$ cat config.mk
export PLATFORM = sky130hd
export DESIGN_NAME = iir_filter_direct_form
export DESIGN_NICKNAME = d
export VERILOG_FILES = /design/src/rtl/iir_df_pkg.sv /design/src/rtl/iir_df_regs.sv /design/src/rtl/iir_df_core.sv /design/src/rtl/iir_filter_direct_form.sv
export SDC_FILE = /design/constraint.sdc
export NUM_CORES = 2
export LEC_CHECK = 0
export ABC_AREA = 1
export BUFFER_PORTS_ARGS = -buffer_cell sky130_fd_sc_hd__clkbuf_2
export CORE_ASPECT_RATIO = 0.9
export CORE_MARGIN = 3
export CORE_UTILIZATION = 40
export CTS_BUF_LIST = sky130_fd_sc_hd__clkbuf_8
export DETAILED_ROUTE_END_ITERATION = 16
export PLACE_DENSITY = 0.56
export SLEW_MARGIN = 30
export SYNTH_ARGS = -nofsm -noshare
export SYNTH_HDL_FRONTEND = slang
export SYNTH_SLANG_ARGS = --single-unit
$ cat constraint.sdc
create_clock -name aclk -period 23 [get_ports aclk]
set_input_delay 4.6 -clock aclk [delete_from_list [all_inputs] [get_ports aclk]]
set_output_delay 4.6 -clock aclk [all_outputs]
set_load 0.005 [all_outputs]
$ cat src/rtl/iir_df_pkg.sv
package iir_df_pkg;

    localparam int SAMPLE_BITS_DEF = 16;
    localparam int COEF_BITS_DEF   = 16;

    localparam int APB_ADDR_W = 4;
    localparam int APB_DATA_W = 32;

    typedef enum logic [1:0] {
        REG_FF_COEF_0 = 2'd0,
        REG_FF_COEF_1 = 2'd1,
        REG_FB_COEF_1 = 2'd2,
        REG_FB_COEF_2 = 2'd3
    } reg_idx_t;

endpackage

$ cat src/rtl/iir_df_regs.sv
module iir_df_regs
    import iir_df_pkg::*;
#(
    parameter int COEF_BITS = COEF_BITS_DEF
) (
    input  logic                         aclk,
    input  logic                         aresetn,
    input  logic                         psel,
    input  logic                         penable,
    input  logic                         pwrite,
    input  logic [APB_ADDR_W-1:0]        paddr,
    input  logic [APB_DATA_W-1:0]        pwdata,
    output logic [APB_DATA_W-1:0]        prdata,
    output logic                         pready,
    output logic signed [COEF_BITS-1:0]  ff_coef_0,
    output logic signed [COEF_BITS-1:0]  ff_coef_1,
    output logic signed [COEF_BITS-1:0]  fb_coef_1,
    output logic signed [COEF_BITS-1:0]  fb_coef_2
);

    logic signed [COEF_BITS-1:0] ff0_reg;
    logic signed [COEF_BITS-1:0] ff1_reg;
    logic signed [COEF_BITS-1:0] fb1_reg;
    logic signed [COEF_BITS-1:0] fb2_reg;
    logic signed [COEF_BITS-1:0] wr_coef;
    reg_idx_t                    reg_idx;
    logic                        wr_en;

    assign pready  = 1'b1;
    assign reg_idx = reg_idx_t'(paddr[3:2]);
    assign wr_en   = psel && penable && pwrite && pready;
    assign wr_coef = $signed(pwdata[COEF_BITS-1:0]);

    always_ff @(posedge aclk) begin
        if (!aresetn) begin
            ff0_reg <= '0;
            ff1_reg <= '0;
            fb1_reg <= '0;
            fb2_reg <= '0;
        end else if (wr_en) begin
            case (reg_idx)
                REG_FF_COEF_0: ff0_reg <= wr_coef;
                REG_FF_COEF_1: ff1_reg <= wr_coef;
                REG_FB_COEF_1: fb1_reg <= wr_coef;
                REG_FB_COEF_2: fb2_reg <= wr_coef;
                default: ;
            endcase
        end
    end

    always_comb begin
        case (reg_idx)
            REG_FF_COEF_0: prdata = APB_DATA_W'(ff0_reg);
            REG_FF_COEF_1: prdata = APB_DATA_W'(ff1_reg);
            REG_FB_COEF_1: prdata = APB_DATA_W'(fb1_reg);
            REG_FB_COEF_2: prdata = APB_DATA_W'(fb2_reg);
            default:       prdata = '0;
        endcase
    end

    assign ff_coef_0 = ff0_reg;
    assign ff_coef_1 = ff1_reg;
    assign fb_coef_1 = fb1_reg;
    assign fb_coef_2 = fb2_reg;

endmodule

$ cat src/rtl/iir_df_core.sv
module iir_df_core
    import iir_df_pkg::*;
#(
    parameter int SAMPLE_BITS = SAMPLE_BITS_DEF,
    parameter int COEF_BITS   = COEF_BITS_DEF
) (
    input  logic                          aclk,
    input  logic                          aresetn,
    input  logic                          step,
    input  logic signed [SAMPLE_BITS-1:0] x,
    input  logic                          start,
    input  logic signed [COEF_BITS-1:0]   ff_coef_0,
    input  logic signed [COEF_BITS-1:0]   ff_coef_1,
    input  logic signed [COEF_BITS-1:0]   fb_coef_1,
    input  logic signed [COEF_BITS-1:0]   fb_coef_2,
    output logic signed [SAMPLE_BITS-1:0] y,
    output logic                          clip
);

    localparam int P_W      = SAMPLE_BITS + COEF_BITS;
    localparam int ACC_FULL = P_W + 3;
    localparam int ACC_W    = (ACC_FULL > 64) ? 64 : ACC_FULL;
    localparam int FRAC     = COEF_BITS - 1;
    localparam int Q_W      = ACC_W - FRAC;

    function automatic logic signed [ACC_W-1:0] sat_add(
        input logic signed [ACC_W-1:0] a,
        input logic signed [ACC_W-1:0] b
    );
        logic signed [ACC_W-1:0] s;
        s = a + b;
        if ((a[ACC_W-1] == b[ACC_W-1]) && (s[ACC_W-1] != a[ACC_W-1])) begin
            s = a[ACC_W-1] ? {1'b1, {(ACC_W-1){1'b0}}} : {1'b0, {(ACC_W-1){1'b1}}};
        end
        return s;
    endfunction

    logic signed [SAMPLE_BITS-1:0] x1_reg;
    logic signed [SAMPLE_BITS-1:0] y1_reg;
    logic signed [SAMPLE_BITS-1:0] y2_reg;
    logic signed [SAMPLE_BITS-1:0] x1_next;
    logic signed [SAMPLE_BITS-1:0] y1_next;
    logic signed [SAMPLE_BITS-1:0] y2_next;
    logic signed [SAMPLE_BITS-1:0] h_x1;
    logic signed [SAMPLE_BITS-1:0] h_y1;
    logic signed [SAMPLE_BITS-1:0] h_y2;
    logic signed [P_W-1:0]         p0;
    logic signed [P_W-1:0]         p1;
    logic signed [P_W-1:0]         p2;
    logic signed [P_W-1:0]         p3;
    logic signed [ACC_W-1:0]       acc;
    logic signed [ACC_W-1:0]       shifted;
    logic signed [Q_W-1:0]         q;
    logic [Q_W-SAMPLE_BITS:0]      q_hi;
    logic                          in_range;

    assign h_x1 = start ? '0 : x1_reg;
    assign h_y1 = start ? '0 : y1_reg;
    assign h_y2 = start ? '0 : y2_reg;

    assign p0 = ff_coef_0 * x;
    assign p1 = ff_coef_1 * h_x1;
    assign p2 = fb_coef_1 * h_y1;
    assign p3 = fb_coef_2 * h_y2;

    always_comb begin
        acc = ACC_W'(p0);
        acc = sat_add(acc, ACC_W'(p1));
        acc = sat_add(acc, ACC_W'(p2));
        acc = sat_add(acc, ACC_W'(p3));
        acc = sat_add(acc, ACC_W'(1) <<< (FRAC - 1));
    end

    assign shifted  = acc >>> FRAC;
    assign q        = $signed(shifted[Q_W-1:0]);
    assign q_hi     = q[Q_W-1:SAMPLE_BITS-1];
    assign in_range = (&q_hi) || !(|q_hi);

    always_comb begin
        if (in_range) begin
            y = $signed(q[SAMPLE_BITS-1:0]);
        end else if (q[Q_W-1]) begin
            y = {1'b1, {(SAMPLE_BITS-1){1'b0}}};
        end else begin
            y = {1'b0, {(SAMPLE_BITS-1){1'b1}}};
        end
    end

    assign clip = !in_range;

    assign x1_next = step ? x    : x1_reg;
    assign y1_next = step ? y    : y1_reg;
    assign y2_next = step ? h_y1 : y2_reg;

    always_ff @(posedge aclk) begin
        if (!aresetn) begin
            x1_reg <= '0;
            y1_reg <= '0;
            y2_reg <= '0;
        end else begin
            x1_reg <= x1_next;
            y1_reg <= y1_next;
            y2_reg <= y2_next;
        end
    end

endmodule

$ cat src/rtl/iir_filter_direct_form.sv
// Direct-form-I IIR filter, y[n] = ff0*x[n] + ff1*x[n-1] + fb1*y[n-1] + fb2*y[n-2], with the
// feedback terms added. Coefficients are signed Q1.(COEF_BITS-1) registers at byte addresses
// 0, 4, 8 and 12 (ff_coef_0, ff_coef_1, fb_coef_1, fb_coef_2), all zero after reset. A beat
// with tuser set clears the input and output history before it is filtered. The four products
// are summed exactly, rounded half up, shifted right by COEF_BITS-1 and saturated to a
// SAMPLE_BITS sample; m_tuser flags a saturated result. The block takes one beat per clock
// cycle while m_tready does not stall the output: a beat is held in the input register, its
// result is computed there combinationally because the next sample needs this output as
// feedback, and it moves into the output register, which drives m_tvalid, once that register
// is empty or its result is being taken with m_tready.
module iir_filter_direct_form
    import iir_df_pkg::*;
#(
    parameter int SAMPLE_BITS = SAMPLE_BITS_DEF,
    parameter int COEF_BITS   = COEF_BITS_DEF
) (
    input  logic                                  aclk,
    input  logic                                  aresetn,
    input  logic                                  s_tvalid,
    output logic                                  s_tready,
    // sample_in
    input  logic [((SAMPLE_BITS+7)/8)*8-1:0]      s_tdata,
    // stream_start
    input  logic                                  s_tuser,
    output logic                                  m_tvalid,
    input  logic                                  m_tready,
    // sample_out
    output logic [((SAMPLE_BITS+7)/8)*8-1:0]      m_tdata,
    // clipped
    output logic                                  m_tuser,
    input  logic                                  psel,
    input  logic                                  penable,
    input  logic                                  pwrite,
    input  logic [APB_ADDR_W-1:0]                 paddr,
    input  logic [APB_DATA_W-1:0]                 pwdata,
    output logic [APB_DATA_W-1:0]                 prdata,
    output logic                                  pready
);

    localparam int DATA_W = ((SAMPLE_BITS + 7) / 8) * 8;

    logic signed [COEF_BITS-1:0]   ff_coef_0;
    logic signed [COEF_BITS-1:0]   ff_coef_1;
    logic signed [COEF_BITS-1:0]   fb_coef_1;
    logic signed [COEF_BITS-1:0]   fb_coef_2;

    logic                          in_valid_reg;
    logic                          in_valid_next;
    logic signed [SAMPLE_BITS-1:0] in_x_reg;
    logic                          in_start_reg;
    logic                          out_valid_reg;
    logic                          out_valid_next;
    logic signed [SAMPLE_BITS-1:0] out_y_reg;
    logic                          out_clip_reg;
    logic signed [SAMPLE_BITS-1:0] core_y;
    logic                          core_clip;
    logic                          s_fire;
    logic                          advance;

    iir_df_regs #(
        .COEF_BITS (COEF_BITS)
    ) u_regs (
        .aclk      (aclk),
        .aresetn   (aresetn),
        .psel      (psel),
        .penable   (penable),
        .pwrite    (pwrite),
        .paddr     (paddr),
        .pwdata    (pwdata),
        .prdata    (prdata),
        .pready    (pready),
        .ff_coef_0 (ff_coef_0),
        .ff_coef_1 (ff_coef_1),
        .fb_coef_1 (fb_coef_1),
        .fb_coef_2 (fb_coef_2)
    );

    iir_df_core #(
        .SAMPLE_BITS (SAMPLE_BITS),
        .COEF_BITS   (COEF_BITS)
    ) u_core (
        .aclk      (aclk),
        .aresetn   (aresetn),
        .step      (advance),
        .x         (in_x_reg),
        .start     (in_start_reg),
        .ff_coef_0 (ff_coef_0),
        .ff_coef_1 (ff_coef_1),
        .fb_coef_1 (fb_coef_1),
        .fb_coef_2 (fb_coef_2),
        .y         (core_y),
        .clip      (core_clip)
    );

    assign advance  = in_valid_reg && (!out_valid_reg || m_tready);
    assign s_tready = !in_valid_reg || advance;
    assign s_fire   = s_tvalid && s_tready;

    always_comb begin
        if (s_fire) begin
            in_valid_next = 1'b1;
        end else if (advance) begin
            in_valid_next = 1'b0;
        end else begin
            in_valid_next = in_valid_reg;
        end
    end

    always_comb begin
        if (advance) begin
            out_valid_next = 1'b1;
        end else if (m_tready) begin
            out_valid_next = 1'b0;
        end else begin
            out_valid_next = out_valid_reg;
        end
    end

    always_ff @(posedge aclk) begin
        if (!aresetn) begin
            in_valid_reg  <= 1'b0;
            out_valid_reg <= 1'b0;
        end else begin
            in_valid_reg  <= in_valid_next;
            out_valid_reg <= out_valid_next;
        end
    end

    always_ff @(posedge aclk) begin
        if (s_fire) begin
            in_x_reg     <= $signed(s_tdata[SAMPLE_BITS-1:0]);
            in_start_reg <= s_tuser;
        end
        if (advance) begin
            out_y_reg    <= core_y;
            out_clip_reg <= core_clip;
        end
    end

    assign m_tvalid = out_valid_reg;
    assign m_tdata  = DATA_W'($unsigned(out_y_reg));
    assign m_tuser  = out_clip_reg;

endmodule
==> results.yml <==
sta:
  fin_crit_ns: 20.08
  tns_ns: 0
  clock.fmax_ghz: 0.0498
  finalSetupViolCount: 0
  hold_viol: 0
  slew_violations: 0
  fin_ws_ns: 2.92
  fin_hold_ws_ns: 0.465
  max_slew_margin_pct: 31.3
  fin_skew_ns: 0.0292
  tightest_slew_ns: 1.03
  grt_setup_unrepaired: "no"
  timing.final.crit_share_pct: 87.3
clock_tree:
  htreeDepth: 4
  cts.sinks: 148
  insertion_delay_ns: 0.62
  path_clk_slew_ns: 0.12
  cts_tree: "built"
  cts_inserted_buffers: 17
  cts.path.max_buffers: 2
  root_buffer: "clkbuf_8"
  cts-hold-fix-buffers: 0
  cts_setup_buffers: 0
  cts_resized: 0
power:
  irDropWorstVdd_uv: 102
  power_switching_uw: 1750
  swShare_pct: 60.9
  clockPowerShare_pct: 7.6
  p_int_uw: 1130
  power_density_mw_per_mm2: 54.4
  combPwrFrac_pct: 80.2
  cellLeakagePower_uw: 0.0268
  p_seq_share_pct: 12.3
logic_synthesis:
  synth.top_cell.area_share_pct: 41.7
  yosysUniqueCellTypes: 59
  yosys.area.top_type: "fa_1"
  async_reset_ff_share_pct: 0
  synth.area.top_cells: "fa_1 (42%), inv_1 (12%), ha_1 (11%)"
  ys.flop_type: "dfxtp_1"
  yosys_warnings: 0
  synth_edf_count: 34
  ys_ff_latch: 148
  syn_inst: 6416
  ys_seq_area_share_pct: 6.54
  avgSynthCellArea_um2: 7.88
  synth_nets: 7954
  synth_area_mm2: 0.0505
placed_design:
  dpl.hpwl_mm: 127
  place_inst: 8013
  globalplace.congestion: 0.944
  numPortBuffers: 92
  pre_cts_ws_ns: 3.04
finish:
  area_growth_syn_to_layout_pct: 4.67
  fillCellCount: 13000
  final_util_pct: 42.2
  mostFrequentLayoutCell: "inv_1"
  final-instance-count-excl-fill: 8050
  nets: 7885
  drive_gt1_share_pct: 4.48
  layout_common_cells: "inv_1 (1,586), nand2_1 (1,282), fa_1 (1,053)"
setup_path:
  crit_top_cell: "nand2_1"
  start_kind: "flip-flop"
  slowest_stage: "clkinv_1"
  cp_max_fo: 33
  cp-end-kind: "flip-flop"
  worstPathRequired_ns: 23.34
  crit_arrival_ns: 20.42
  max_stage_delay_ns: 0.78
  worstSetupPathType: "flip-flop to flip-flop"
route:
  postRouteAntennaNets: 0
  highest_layer: "met5"
  vias_per_cell: 5.00
  drt_iter0_drc: 3360
  m1WireLength_mm: 71.2
  drc_errors: 0
  drtPass1Iterations: 5
  wirelength_mm: 154
  wl_met2_mm: 67.6
  wire_per_inst_um: 19.2
  vias: 40300
  met3_length_mm: 11.9
hold_path:
  hold_class: "flip-flop to flip-flop"
global_route:
  grt_use_total_pct: 24.2
  antenna_found_initial: 6
  overflow: 0
  grt_max_degree: 99
  grt_pass1_vias: 41200
  grt_pass1_wl_mm: 243
die:
  pin_count: 112
  die_w_um: 381
  coreArea_mm2: 0.125
  start_util_pct: 40.3
  die_h_um: 343
  dieArea_mm2: 0.131
  rows: 123
flow_run:
  cap_viol_max_count: 0
run_status:
  status: "complete, no violations"
==> logic make-up (layout without fill, tap and decap cells) <==
kind of cell / Yosys count / count (layout) / synth area share (%)
flip-flops: 148 / 148 / 6.54
XOR/XNOR: 194 / 194 / 3.36
buffers and inverters: 1854 / 1798 / 14.0
other: 1 / 4 / 0.00742
AND/OR/NAND/NOR: 2099 / 2099 / 16.9
adder cells (fa/ha/maj): 1478 / 1478 / 52.2
AO/OA/AOI/OAI: 642 / 642 / 6.93
==> cell usage after synthesis, types with 4 or more instances <==
cell	instances
inv_1	1586
nand2_1	1282
fa_1	1053
nor2_1	568
ha_1	425
a21oi_1	356
clkbuf_1	185
o21ai_0	165
nand3_1	129
dfxtp_1	114
xor2_1	109
xnor2_1	85
a31oi_1	38
edfxtp_1	34
clkinv_1	23
nand2_2	23
nand3_2	21
buf_4	18
a21o_1	17
o2111ai_1	16
buf_1	14
inv_2	14
nand4_1	13
or2_2	12
nand2_4	10
nor3_1	10
nor2_2	9
buf_2	8
o21bai_1	8
o31ai_1	7
nor4_1	6
o21a_1	5
o21ai_1	5
a211oi_1	4
buf_6	4
o211ai_1	4
==> metal layers <==
| metal | track usage, % | vias to the layer above |
|---|---|---|
| met5 | 0 | - |
| met3 | 3.65 | 159 |
| met2 | 37.7 | 1283 |
| met1 | 35.8 | 20000 |
| li1 | - | 18800 |
| met4 | 5.28 | 4 |
==> path summary, 6_finish.rpt <==
| check | startpoint | endpoint | cells past startpoint | slack, ns |
|---|---|---|---|---|
| worst max-delay path | in_start_reg | m_tdata[3] | 82 | 2.92 |
| worst min-delay path | u_core.y2_reg[0] | u_core.y2_reg[0] | 2 | 0.46 |
| worst max register to register | in_start_reg | m_tdata[3] | 82 | 2.92 |
| worst min register to register | u_core.y2_reg[0] | u_core.y2_reg[0] | 2 | 0.46 |
==> metrics by stage <==
step / area (um2) / power [uW]
after global placement: 52500 / 2640
after detailed placement: 52500 / 2640
final: 52900 / 2880
after CTS: 52900 / 2880
after floorplan: 50500 / 2030
after global routing: 52900 / 3140
==> power groups by stage <==
stage / clock, uW / sequential (uW) / combinational (uW)
floorplan: 0 / 337 / 1690
global placement: 0 / 358 / 2280
detailed placement: 0 / 358 / 2280
CTS: 226 / 353 / 2300
global route: 233 / 356 / 2560
finish: 218 / 353 / 2310
==> worst max-delay path, delay by kind of cell, from the launching register on <==
| kind | cells | cell delay, ns |
|---|---|---|
| AO/OA/AOI/OAI | 24 | 5.84 |
| AND/OR/NAND/NOR | 34 | 5.14 |
| adder cells (fa/ha/maj) | 12 | 5.09 |
| buffers and inverters | 10 | 2.43 |
| flip-flops | 1 | 0.67 |
| XOR/XNOR | 2 | 0.55 |
==> area by class of cell <==
cell class / count / area, um2 / area share [%]
diodes: 3 / 7.51 / 0.0142
clock buffers: 17 / 234 / 0.442
clock inverters: 15 / 118 / 0.222
inverters: 1623 / 6090 / 11.5
multi-input cells: 4414 / 40200 / 75.9
flip-flops and latches: 148 / 3300 / 6.24
well taps: 1687 / 2110 / 3.99
repair buffers: 143 / 878 / 1.66
Power figures use the tool's default switching activity.
